===== config.mk =====
export PLATFORM = sky130hd
export DESIGN_NAME = serial_servo_pulse_controller
export DESIGN_NICKNAME = d
export VERILOG_FILES = /design/src/rtl/ssc_pkg.sv /design/src/rtl/ssc_front.sv /design/src/rtl/ssc_back.sv /design/src/rtl/serial_servo_pulse_controller.sv
export SDC_FILE = /design/constraint.sdc
export NUM_CORES = 1
export LEC_CHECK = 0
export ABC_AREA = 1
export BUFFER_PORTS_ARGS = -buffer_cell sky130_fd_sc_hd__buf_2
export CORE_AREA = 2 2 312 314
export DETAILED_ROUTE_END_ITERATION = 8
export DIE_AREA = 0 0 314 316
export SLEW_MARGIN = 0
export SYNTH_ARGS = -nofsm -noshare
export SYNTH_HDL_FRONTEND = slang
export SYNTH_HIERARCHICAL = 1
export SYNTH_SLANG_ARGS = --single-unit

===== constraint.sdc =====
create_clock -name clk_i -period 19.9 [get_ports clk_i]
set_clock_uncertainty 0.1 [all_clocks]
set_input_delay 1.99 -clock clk_i [delete_from_list [all_inputs] [get_ports clk_i]]
set_output_delay 1.99 -clock clk_i [all_outputs]
set_load 0.02 [all_outputs]

===== src/rtl/ssc_pkg.sv =====
package ssc_pkg;

  localparam int unsigned SERVO_W     = 10;
  localparam int unsigned CFG_IDX_W   = 3;
  localparam int unsigned CFG_DATA_W  = 16;
  localparam int unsigned QUEUE_DEPTH = 2;

  localparam logic [7:0]  HEADER_BYTE     = 8'hFF;
  localparam logic [15:0] RESET_GAP       = 16'd10;
  localparam logic [11:0] MIN_WIDTH_RESET = 12'd1000;
  localparam logic [7:0]  SCALE_RESET     = 8'd39;
  localparam logic [15:0] SLOT_RESET      = 16'd2010;
  localparam logic [15:0] GAP_RESET       = 16'd10000;
  localparam logic [7:0]  TRIM_RESET      = 8'd19;

  // x / 10 == (x * 52429) >> 19 for any 16-bit x
  localparam logic [15:0] RECIP_TENTH = 16'd52429;
  localparam int unsigned RECIP_SHIFT = 19;
  localparam int unsigned K_W         = 24;
  localparam logic [K_W-1:0] K_RESET  = K_W'(int'(SCALE_RESET) * int'(RECIP_TENTH));

  typedef enum logic [CFG_IDX_W-1:0] {
    CFG_MIN_WIDTH = 3'd0,
    CFG_SCALE     = 3'd1,
    CFG_SLOT      = 3'd2,
    CFG_GAP       = 3'd3,
    CFG_TRIM      = 3'd4
  } cfg_idx_e;

  typedef enum logic [1:0] {
    KIND_TICK = 2'd0,
    KIND_BYTE = 2'd1,
    KIND_BAD  = 2'd2
  } item_kind_e;

  typedef struct packed {
    logic       mode;
    logic [7:0] rx_byte;
    logic       rx_error;
  } in_item_t;

  typedef struct packed {
    logic [SERVO_W-1:0] servo_lines;
    logic               gap_started;
    logic               frame_stored;
    logic               byte_rejected;
  } out_item_t;

  typedef struct packed {
    item_kind_e kind;
    logic [7:0] data;
  } q_entry_t;

  // slot and gap hold effective values (zero already mapped to one)
  typedef struct packed {
    logic [11:0]    min_width;
    logic [K_W-1:0] k;
    logic [15:0]    slot;
    logic [15:0]    gap;
    logic [7:0]     trim;
  } cfg_t;

endpackage


===== src/rtl/ssc_front.sv =====
module ssc_front (
  input  logic              clk_i,
  input  logic              rst_ni,
  input  logic              in_valid_i,
  input  ssc_pkg::in_item_t in_item_i,
  output logic              in_stall_o,
  output logic              q_valid_o,
  output ssc_pkg::q_entry_t q_entry_o,
  input  logic              q_pop_i
);
  import ssc_pkg::*;

  localparam int unsigned PTR_W = (QUEUE_DEPTH > 1) ? $clog2(QUEUE_DEPTH) : 1;
  localparam int unsigned CNT_W = $clog2(QUEUE_DEPTH + 1);

  q_entry_t   entries_q [QUEUE_DEPTH];
  logic [PTR_W-1:0] wr_ptr_q, wr_ptr_d;
  logic [PTR_W-1:0] rd_ptr_q, rd_ptr_d;
  logic [CNT_W-1:0] count_q, count_d;
  logic       push, pop;
  q_entry_t   entry;

  always_comb begin
    entry.data = in_item_i.rx_byte;
    if (!in_item_i.mode) begin
      entry.kind = KIND_TICK;
    end else if (in_item_i.rx_error) begin
      entry.kind = KIND_BAD;
    end else begin
      entry.kind = KIND_BYTE;
    end
  end

  assign in_stall_o = (count_q == CNT_W'(QUEUE_DEPTH));
  assign q_valid_o  = (count_q != '0);
  assign q_entry_o  = entries_q[rd_ptr_q];
  assign push       = in_valid_i && !in_stall_o;
  assign pop        = q_valid_o && q_pop_i;

  always_comb begin
    wr_ptr_d = wr_ptr_q;
    rd_ptr_d = rd_ptr_q;
    if (push) begin
      wr_ptr_d = (wr_ptr_q == PTR_W'(QUEUE_DEPTH - 1)) ? '0 : wr_ptr_q + PTR_W'(1);
    end
    if (pop) begin
      rd_ptr_d = (rd_ptr_q == PTR_W'(QUEUE_DEPTH - 1)) ? '0 : rd_ptr_q + PTR_W'(1);
    end
    count_d = count_q + CNT_W'(push) - CNT_W'(pop);
  end

  always_ff @(posedge clk_i or negedge rst_ni) begin
    if (!rst_ni) begin
      wr_ptr_q <= '0;
      rd_ptr_q <= '0;
      count_q  <= '0;
    end else begin
      wr_ptr_q <= wr_ptr_d;
      rd_ptr_q <= rd_ptr_d;
      count_q  <= count_d;
    end
  end

  always_ff @(posedge clk_i) begin
    if (push) begin
      entries_q[wr_ptr_q] <= entry;
    end
  end

  a_push_visible: assert property (@(posedge clk_i) disable iff (!rst_ni)
    $past(push) && !$past(pop) |-> q_valid_o)
    else $error("queued item not visible to back end");

endmodule


===== src/rtl/ssc_back.sv =====
module ssc_back #(
  parameter int unsigned NUM_CHANNELS = 10
) (
  input  logic               clk_i,
  input  logic               rst_ni,
  input  ssc_pkg::cfg_t      cfg_i,
  input  logic               q_valid_i,
  input  ssc_pkg::q_entry_t  q_entry_i,
  output logic               q_pop_o,
  output logic               out_valid_o,
  output ssc_pkg::out_item_t out_item_o,
  input  logic               out_stall_i
);
  import ssc_pkg::*;

  localparam int unsigned CW = $clog2(NUM_CHANNELS + 1);
  localparam int unsigned IW = (NUM_CHANNELS > 1) ? $clog2(NUM_CHANNELS) : 1;

  typedef enum logic [1:0] {
    P_HDR  = 2'd0,
    P_CHAN = 2'd1,
    P_POS  = 2'd2
  } phase_e;

  phase_e                  phase_q, phase_d;
  logic [IW-1:0]           chosen_q, chosen_d;
  logic [7:0]              tab_q   [NUM_CHANNELS];
  logic [7:0]              tab_d   [NUM_CHANNELS];
  logic [7:0]              latch_q [NUM_CHANNELS];
  logic [7:0]              latch_d [NUM_CHANNELS];
  logic [CW-1:0]           chan_q, chan_d;
  logic [15:0]             slot_q, slot_d;
  logic [15:0]             pulse_q, pulse_d;
  logic [NUM_CHANNELS-1:0] lines_q, lines_d;
  out_item_t               out_q, out_d;
  logic                    out_valid_q;

  logic        chan_live;
  logic [7:0]  cur_pos;
  logic [31:0] prod;
  logic [13:0] width;
  logic [15:0] pticks;

  // pulse length for the channel about to be raised
  assign chan_live = (chan_q < CW'(NUM_CHANNELS));
  assign cur_pos   = chan_live ? latch_q[chan_q[IW-1:0]] : '0;
  assign prod      = 32'(cur_pos) * 32'(cfg_i.k);
  assign width     = 14'(cfg_i.min_width) + 14'(prod[31:RECIP_SHIFT]);
  assign pticks    = (width <= 14'(cfg_i.trim)) ? 16'd1 : 16'(width - 14'(cfg_i.trim));

  assign q_pop_o     = q_valid_i && (!out_valid_q || !out_stall_i);
  assign out_valid_o = out_valid_q;
  assign out_item_o  = out_q;

  always_comb begin
    logic [15:0] slot_dec;
    phase_d  = phase_q;
    chosen_d = chosen_q;
    tab_d    = tab_q;
    latch_d  = latch_q;
    chan_d   = chan_q;
    slot_d   = slot_q;
    pulse_d  = pulse_q;
    lines_d  = lines_q;
    out_d    = '0;
    slot_dec = (slot_q != '0) ? slot_q - 16'd1 : '0;
    if (q_pop_o) begin
      unique case (q_entry_i.kind)
        KIND_TICK: begin
          if (pulse_q != '0) begin
            pulse_d = pulse_q - 16'd1;
            if (pulse_q == 16'd1) lines_d = '0;
          end
          slot_d = slot_dec;
          if (slot_dec == '0) begin
            if (chan_live) begin
              lines_d = lines_d | (NUM_CHANNELS'(1) << chan_q);
              pulse_d = pticks;
              slot_d  = cfg_i.slot;
              chan_d  = chan_q + CW'(1);
            end else begin
              out_d.gap_started = 1'b1;
              latch_d = tab_q;
              slot_d  = cfg_i.gap;
              chan_d  = '0;
            end
          end
        end
        KIND_BAD: out_d.byte_rejected = 1'b1;
        KIND_BYTE: begin
          unique case (phase_q)
            P_CHAN: begin
              if (q_entry_i.data < 8'(NUM_CHANNELS)) begin
                chosen_d = q_entry_i.data[IW-1:0];
                phase_d  = P_POS;
              end else begin
                phase_d = P_HDR;
                out_d.byte_rejected = 1'b1;
              end
            end
            P_POS: begin
              tab_d[chosen_q]    = q_entry_i.data;
              out_d.frame_stored = 1'b1;
              phase_d            = P_HDR;
            end
            default: phase_d = (q_entry_i.data == HEADER_BYTE) ? P_CHAN : P_HDR;
          endcase
        end
        default: ;
      endcase
      out_d.servo_lines = SERVO_W'(lines_d);
    end
  end

  always_ff @(posedge clk_i or negedge rst_ni) begin
    if (!rst_ni) begin
      phase_q     <= P_HDR;
      chosen_q    <= '0;
      for (int i = 0; i < NUM_CHANNELS; i++) begin
        tab_q[i]   <= '0;
        latch_q[i] <= '0;
      end
      chan_q      <= CW'(NUM_CHANNELS);
      slot_q      <= RESET_GAP;
      pulse_q     <= '0;
      lines_q     <= '0;
      out_valid_q <= 1'b0;
      out_q       <= '0;
    end else begin
      phase_q  <= phase_d;
      chosen_q <= chosen_d;
      tab_q    <= tab_d;
      latch_q  <= latch_d;
      chan_q   <= chan_d;
      slot_q   <= slot_d;
      pulse_q  <= pulse_d;
      lines_q  <= lines_d;
      if (q_pop_o) begin
        out_valid_q <= 1'b1;
        out_q       <= out_d;
      end else if (!out_stall_i) begin
        out_valid_q <= 1'b0;
      end
    end
  end

  a_chan_range: assert property (@(posedge clk_i) disable iff (!rst_ni)
    chan_q <= CW'(NUM_CHANNELS))
    else $error("channel index past sequence end");

  a_lines_need_pulse: assert property (@(posedge clk_i) disable iff (!rst_ni)
    lines_q != '0 |-> pulse_q != '0)
    else $error("servo line high with no pulse running");

  a_gap_restarts: assert property (@(posedge clk_i) disable iff (!rst_ni)
    out_valid_q && out_q.gap_started |-> chan_q == '0)
    else $error("gap result without sequence restart");

endmodule


===== src/rtl/serial_servo_pulse_controller.sv =====
// Serial servo pulse controller.
// Input channel (in_valid_i / in_stall_o, in_item_i): each item is a 1 us
// tick (mode 0) or a received serial byte (mode 1). Frames 0xFF, channel,
// position set a channel's 8-bit position; bytes flagged rx_error are dropped.
// Output channel (out_valid_o / out_stall_i, out_item_o): exactly one result
// per item, in order: line levels after the item plus status flags.
// Configuration (cfg_valid_i / cfg_ready_o): index 0 min width, 1 scale in
// tenths, 2 slot length, 3 gap length, 4 trim; other indexes are ignored.
// Write only while no item is in flight.
// An accepted item is written into the queue; the back end pops it and
// registers its result. Throughput: one item per clock while the receiver
// does not stall, set by the sequencer/parser update in the back end.
// A two-entry queue sits between front and back end; when the receiver
// stalls, the result register holds, the queue fills and in_stall_o rises.
// Reset: registers take their default values, positions clear, all lines
// low, and the first gap opens after 10 ticks.
module serial_servo_pulse_controller #(
  parameter int unsigned NUM_CHANNELS = 10
) (
  input  logic                                clk_i,
  input  logic                                rst_ni,
  input  logic                                in_valid_i,
  input  ssc_pkg::in_item_t                   in_item_i,
  output logic                                in_stall_o,
  output logic                                out_valid_o,
  output ssc_pkg::out_item_t                  out_item_o,
  input  logic                                out_stall_i,
  input  logic                                cfg_valid_i,
  output logic                                cfg_ready_o,
  input  logic [ssc_pkg::CFG_IDX_W-1:0]       cfg_index_i,
  input  logic [ssc_pkg::CFG_DATA_W-1:0]      cfg_data_i
);
  import ssc_pkg::*;

  logic [11:0]    min_width_q;
  logic [K_W-1:0] k_q;
  logic [15:0]    slot_q;
  logic [15:0]    gap_q;
  logic [7:0]     trim_q;
  cfg_t           cfg;
  logic           q_valid;
  logic           q_pop;
  q_entry_t       q_entry;

  assign cfg_ready_o = 1'b1;

  // scale is kept premultiplied by the reciprocal of ten
  always_ff @(posedge clk_i or negedge rst_ni) begin
    if (!rst_ni) begin
      min_width_q <= MIN_WIDTH_RESET;
      k_q         <= K_RESET;
      slot_q      <= SLOT_RESET;
      gap_q       <= GAP_RESET;
      trim_q      <= TRIM_RESET;
    end else if (cfg_valid_i && cfg_ready_o) begin
      unique case (cfg_idx_e'(cfg_index_i))
        CFG_MIN_WIDTH: min_width_q <= cfg_data_i[11:0];
        CFG_SCALE:     k_q <= K_W'(cfg_data_i[7:0]) * K_W'(RECIP_TENTH);
        CFG_SLOT:      slot_q <= (cfg_data_i == '0) ? 16'd1 : cfg_data_i;
        CFG_GAP:       gap_q  <= (cfg_data_i == '0) ? 16'd1 : cfg_data_i;
        CFG_TRIM:      trim_q <= cfg_data_i[7:0];
        default: ;
      endcase
    end
  end

  always_comb begin
    cfg.min_width = min_width_q;
    cfg.k         = k_q;
    cfg.slot      = slot_q;
    cfg.gap       = gap_q;
    cfg.trim      = trim_q;
  end

  ssc_front u_front (
    .clk_i      (clk_i),
    .rst_ni     (rst_ni),
    .in_valid_i (in_valid_i),
    .in_item_i  (in_item_i),
    .in_stall_o (in_stall_o),
    .q_valid_o  (q_valid),
    .q_entry_o  (q_entry),
    .q_pop_i    (q_pop)
  );

  ssc_back #(
    .NUM_CHANNELS (NUM_CHANNELS)
  ) u_back (
    .clk_i       (clk_i),
    .rst_ni      (rst_ni),
    .cfg_i       (cfg),
    .q_valid_i   (q_valid),
    .q_entry_i   (q_entry),
    .q_pop_o     (q_pop),
    .out_valid_o (out_valid_o),
    .out_item_o  (out_item_o),
    .out_stall_i (out_stall_i)
  );

endmodule


==> summary.txt, run 1 <==
Outcome
  • Outcome: finished clean

Floorplanning
  • # IOs: 50
  • Row count: 114
  • CORE AREA: roughly 0.096 mm²
  • Initial core utilization: around a quarter
  • Die area: 0.0992 mm²
  • Die height: ~320 µm
  • Die extent in x: 314 µm

Yosys
  • Post-synth EDFFs: 20
  • Primary FF master, synth: dfrtp_1
  • Async set or reset register ratio after synthesis: between 90% and 100%
  • Post-synthesis cell count: 2845
  • Post-synthesis cell area: 0.0237 mm²
  • Synth Net Count: about 3200
  • Seq/Total Area, Yosys: 34.0%
  • Avg Synthesized Cell Area: 8.34 µm²
  • #FFs+latches synth: 316
  • Yosys warnings: 6
  • Top cells by area, synth: dfrtp_1 (27%), fa_1 (13%), nand2_1 (11%)
  • Post-synth top area share: between 20% and 30%
  • Netlist cell types: 60
  • Leading area contributor after synthesis: dfrtp_1

Pwr
  • Maximum VDD drop: ~0.000058 V
  • PwrDens: between 70 and 80 mW/mm²
  • Overall power: between 2 and 2.5 mW
  • Leakage: ~14 nW

Cells and area
  • # fillers: ~10000
  • Register Area: roughly 0.0081 mm²
  • Layout area overhead: 10.9%
  • Proportion of layout cells with a drive suffix above 1: about a tenth
  • Area occupied by multi-input gates: 0.0131 mm²
  • Layout Utilization: 27.4%
  • Diode count: 0
  • Fin nets: roughly 3200

Worst setup path
  • Crit. Startpoint: u_back/chan_q[1]
  • CP max stage cell: a221o_1
  • CP endpoint: u_back/pulse_q[3]
  • Critical path type: flop to flop
  • Worst Reg-to-Reg Cells: 41
  • Type of destination of the critical path: flop
  • CP max FO: 24
  • Critical Path RT: 20230 ps
  • CP Data Arrival Time: 10650 ps
  • R2r setup slk: 9580 ps
  • R2r endpoint: u_back/pulse_q[3]
  • CP most frequent cell: nand2_1
  • CP top delay family: adder cells
  • CP startpoint kind: flop
  • Launch point of the worst reg-to-reg path: u_back/chan_q[1]
  • CP bufs+invs: 7
  • Number of stages on the worst setup path: slightly above 40
  • Slowest Stage Delay on Critical Path: 840 ps

Placed design
  • Dpl hpwl: roughly 43 mm
  • Count of input and output buffers: 48
  • Global placement routability congestion: between 0.8 and 0.9

CTS
  • H-Tree Depth: 2
  • Resized Gates After CTS: 0
  • Root buffer cell: clkbuf_16
  • Clock Sinks: approximately 320
  • # hold bufs at CTS: 0
  • CTS tree: yes
  • Clk buf depth: 3
  • Clk_lat worst skew: ~540 ps
  • Worst-path clk slew: roughly 70 ps
  • CTS Buf Count: 34
  • Post-CTS setup buffers: 0

Drt
  • Vias/cell: about 4.3
  • Drt first pass iters: 5
  • Antenna Nets Post-Route: 0
  • Wire length per cell: 14.1 µm
  • Routed WL: just under 60 mm
  • # DRC: 0
  • DR iter-0 viols: about 1100
  • Overall via count from detail_route: ~18000

STA
  • Fmax: between 90 and 100 MHz
  • Measured slew at the worst slew-check pin: about 1100 ps
  • # setup viols final: 0
  • Final Cycle Share: between 50% and 60%
  • Post-Route Setup TNS: 0 ps
  • Tmin final: about 10000 ps
  • RSZ-0062 raised after global routing: no
  • Slew Limit Fails: 0
  • Final hold viol count: 0
  • Rel. slew slack: approximately a quarter

GRT
  • Antenna violations before repair: 0
  • First-pass GRT wire length: between 90 and 100 mm
  • Gr ovfl total: 0
  • Vias in the first global route: around 18000
  • Largest net degree at the start of global routing: 96
  • Total GRT Usage: a little under an eighth

Min path
  • Hold Crit Class: flop to flop

Job
  • Max cap viols: 0
-- metal layers --
layer / vias to the layer above / wire length (µm) / global-route usage, %
li1: 8863 / - / -
met1: 8726 / 26700 / 15.8
met2: 312 / 28000 / 20.4
met3: 71 / 2140 / 1.28
met4: 0 / 1240 / 3.21
met5: - / 0 / 0
-- through the flow --
stage / area, µm² / hold WS, ps / cells / setup slack, ps
after floorplan: 23700 / 341 / 2845 / 11370
after global placement: 25100 / 353 / 4072 / 9840
after detailed placement: 25100 / 369 / 4072 / 9640
after CTS: 26300 / 380 / 4134 / 9590
after global routing: 26300 / 391 / 4134 / 8670
final: 26300 / 376 / 4134 / 9580
-- cells by family (layout without fill, tap and decap cells) --
logic type | count (synthesis) | in the layout | share of synthesized area [%]
compound gates | 385 | 385 | 9.05
xor+xnor | 57 | 57 | 2.10
fa+ha+maj | 294 | 294 | 20.3
buf+inv | 649 | 662 | 10.8
flops | 316 | 316 | 34.0
mux | 80 | 80 | 4.92
other cells | 1 | 1 | 0.0158
simple gates | 1063 | 1063 | 18.9
-- where the power goes --
part	internal, mW	switching (mW)	total [mW]
Clock	0.398	0.276	0.673
Combinational	0.185	0.379	0.564
Sequential	0.745	0.114	0.859
-- worst register-to-register path: cells and delay by family, from the launching register on --
family                   cells  cell delay, ps
flip-flops                   1             500
AO/OA/AOI/OAI                8            2590
buffers and inverters        7            1190
AND/OR/NAND/NOR             16            2100
adder cells (fa/ha/maj)      8            3280
XOR/XNOR                     2             440
-- registers in the layout, indices dropped and copies added (netlist names), 16 cells and up --
signal	cells
gap_q	16
k_q	24
slot_q	16
u_back/latch_q	80
u_back/pulse_q	16
u_back/slot_q	16
u_back/tab_q	80
u_front/entries_q	20
-- layout make-up --
class,instances,share of cell area [%]
sequential,316,30.6
clock buffer,44,3.49
timing repair buffer,60,1.29
inverter,540,7.70
clock inverter,18,1.03
multi-input combinational,1880,49.8
tap,1276,6.07
-- layout by cell type, fill, tap and decap left out, drive strengths merged, types with 14 or more instances in the layout --
| master | instances |
|---|---|
| inv | 539 |
| nor4 | 14 |
| a31oi | 16 |
| buf | 60 |
| o22ai | 15 |
| xor2 | 37 |
| dfstp | 40 |
| nand3 | 121 |
| o21ai | 218 |
| nor3 | 17 |
| ha | 144 |
| mux2 | 80 |
| xnor2 | 20 |
| nor2 | 147 |
| a21oi | 78 |
| edfxtp | 20 |
| fa | 150 |
| nand2 | 725 |
| clkbuf | 44 |
| dfrtp | 256 |
| nand4 | 26 |
-- synthesized netlist by cell type, types with 22 or more instances --
library cell and instances:
nand2_1 714, inv_1 525, dfrtp_1 256, o21ai_0 198, fa_1 150, ha_1 144
nor2_1 135, nand3_1 116, a21oi_1 76, mux2_4 71, clkbuf_1 57, dfstp_2 40
xor2_1 37, nand4_1 25, clkbuf_2 22
-- worst min-delay path by stage --
stage / endpoint / depth (start not counted) / from / slack (ps)
after floorplan: k_q[2] / 2 / k_q[2] / 340
after global placement: u_front/wr_ptr_q / 2 / u_front/wr_ptr_q / 350
after detailed placement: u_back/tab_q[57] / 2 / u_back/tab_q[57] / 370
after CTS: slot_q[3] / 2 / slot_q[3] / 380
after global routing: slot_q[1] / 2 / slot_q[1] / 390
final: slot_q[7] / 2 / slot_q[7] / 380
(Power assumes the default switching activity.)
==> inputs of run 2 (changes only) <==
Clock period 19.9 ns to 9.1 ns, I/O delays scaled along.
==> summary.txt, run 2 (synthesized netlist as in run 1, its figures left out) <==
Outcome
  • Outcome: finished clean

Worst setup path
  • R2r endpoint: u_back/pulse_q[10]
  • Critical path type: flop to flop
  • CP max stage cell: fa_1
  • CP Data Arrival Time: 8900 ps (-1750 ps)
  • CP max FO: 14 (-42%)
  • Worst Reg-to-Reg Cells: 37 (-9.8%)
  • CP startpoint kind: flop
  • Launch point of the worst reg-to-reg path: u_back/chan_q[1]
  • Type of destination of the critical path: flop
  • Slowest Stage Delay on Critical Path: 560 ps (-280 ps)
  • Critical Path RT: 9460 ps (-10770 ps)
  • R2r setup slk: 560 ps (-9020 ps)

Cells and area
  • # fillers: 10150 (-0.66%)
  • Diode count: 0 (unchanged)
  • Layout area overhead: 11.9%
  • Most common cell after layout, fill and taps aside: nand2_1
  • Fin nets: 3175 (+0.47%)
  • Post-route cell area: 0.0266 mm² (+0.89%)
  • Highest-count cells in the layout ignoring fill and taps: nand2_1 (714), inv_1 (525), dfrtp_1 (256)
  • Proportion of layout cells with a drive suffix above 1: 10.6% (+0.75 points)
  • Top flop regs: u_back/latch_q: 80 flops, u_back/tab_q: 80 flops, k_q: 24 flops

GRT
  • Largest net degree at the start of global routing: 166 (+73%)
  • Grt met1 use: 16.1% (+0.31 points)
  • Vias in the first global route: 17856 (-0.57%)
  • First-pass GRT wire length: 96.4 mm (+0.45%)
  • GR peak layer: met2
  • Met2 global-route usage: 20.3% (-0.055 points)
  • Antenna violations before repair: 0 (unchanged)
  • Global routing usage on met3: 1.30% (+0.020 points)
  • Gr ovfl total: 0 (unchanged)
  • Total GRT Usage: 11.9% (+0.051 points)

STA
  • Tmin final: 8540 ps (-1780 ps)
  • Final hold viol count: 0 (unchanged)
  • Rel. slew slack: 37.7% (+12 points)
  • # setup viols final: 0 (unchanged)
  • Final hold slack: 160 ps (-216 ps)
  • Fmax: 117 MHz (+21%)
  • Slew Limit Fails: 0 (unchanged)
  • Final Cycle Share: 93.8% (+42 points)
  • Post-Route Setup TNS: 0 ps (unchanged)
  • Measured slew at the worst slew-check pin: 934 ps (-180 ps)

Pwr
  • Leakage: 14.2 nW (+0.79%)
  • PwrDens: 173 mW/mm² (+120%)
  • Overall power: 4.59 mW (+120%)
  • Maximum VDD drop: 0.000154 V (+170%)

Floorplanning
  • CORE AREA: 0.0960 mm² (unchanged)
  • Initial core utilization: 24.7% (unchanged)
  • Die extent in x: 314 µm (unchanged)
  • Die height: 316 µm (unchanged)
  • # IOs: 50 (unchanged)
  • Die area: 0.0992 mm² (unchanged)
  • Row count: 114 (unchanged)

CTS
  • Clock Sinks: 316 (unchanged)
  • Worst-path clk slew: 60 ps (about the same)
  • CTS Buf Count: 31 (-8.8%)
  • # hold bufs at CTS: 0 (unchanged)
  • Root buffer cell: clkbuf_16
  • CTS tree: yes
  • H-Tree Depth: 1 (-1)
  • Clk buf depth: 3 (unchanged)
  • Clk_lat worst skew: 600 ps (+60 ps)

Drt
  • Routed WL: 59.0 mm (+1.6%)
  • DR iter-0 viols: 1058 (-0.66%)
  • Overall via count from detail_route: 17959 (-0.072%)
  • Drt first pass iters: 5 (unchanged)
  • Antenna Nets Post-Route: 0 (unchanged)
  • # DRC: 0 (unchanged)
  • Wire length per cell: 14.2 µm (+1.3%)
  • Vias/cell: 4.33 (-0.41%)

Placed design
  • Dpl hpwl: 44.1 mm (+2.4%)
  • Count of input and output buffers: 48 (unchanged)
  • Global placement routability congestion: 0.876 (+4.7%)
  • Placed cell areas: 0.0253 mm² (+0.70%)

Min path
  • Hold Crit Class: primary input to async pin

Job
  • Max cap viols: 0 (unchanged)
run 2: changes by cell type in the layout (fill, tap and decap cells not counted), moves of 3 or more:
cell       before  now
clkbuf_16      34   31
a21oi_1        76   73
buf_4          12   23
buf_12          0    6
bufinv_16       5    8
a21oi_2         2    5
run 2: worst max path at each step:
stage,from,to,slack [ps],cells after the start
2_1_floorplan,u_back/chan_q[0],u_back/pulse_q[1],570,42
6_report,u_back/chan_q[1],u_back/pulse_q[10],560,37
3_5_place_dp,u_back/chan_q[1],u_back/pulse_q[12],90,39
4_1_cts,u_back/chan_q[1],u_back/pulse_q[12],80,39
5_1_grt,u_back/chan_q[0],u_back/pulse_q[3],-30,41
3_3_place_gp,u_back/chan_q[1],u_back/pulse_q[3],280,41
run 2: critical path: cells and delay by family (launching register included):
family | cells | cell delay [ps]
AND/OR/NAND/NOR | 8 | 860
buffers and inverters | 8 | 970
XOR/XNOR | 2 | 430
AO/OA/AOI/OAI | 12 | 2460
adder cells (fa/ha/maj) | 7 | 3050
flip-flops | 1 | 550
run 2: repair_timing:
item | in CTS | in global routing
setup buffers | 0 | 3
gates resized for setup | 0 | 13
setup endpoints to repair | 0 | 16
endpoints found under the hold margin | 0 | 0
run 2: routing by layer:
layer | share of wire, % | up-vias
li1 | - | 8904
met5 | 0 | -
met2 | 48 | 343
met3 | 3.8 | 73
met4 | 2.1 | 0
met1 | 47 | 8639
run 2: cell type report:
class	instances	area (µm²)	area share [%]
Multi-Input combinational cell	1880	13200	49.6
Sequential cell	316	8060	30.3
Inverter	540	2030	7.63
Tap cell	1276	1600	6.01
Clock buffer	39	826	3.11
Timing Repair Buffer	78	554	2.09
Clock inverter	19	328	1.23
run 2: metrics by stage:
stage	cells	utilization [%]	setup slack [ps]
5_1_grt	4148	27.7	-26.3
4_1_cts	4145	27.6	81.5
3_5_place_dp	4087	26.4	89.0
3_3_place_gp	4087	26.4	277
6_report	4148	27.7	561
2_1_floorplan	2845	-	572
run 2: where the power goes:
group          switching [mW]  internal [mW]
clock                   0.586          0.876
sequential              0.257           1.63
combinational           0.833          0.408
total                    1.68           2.91
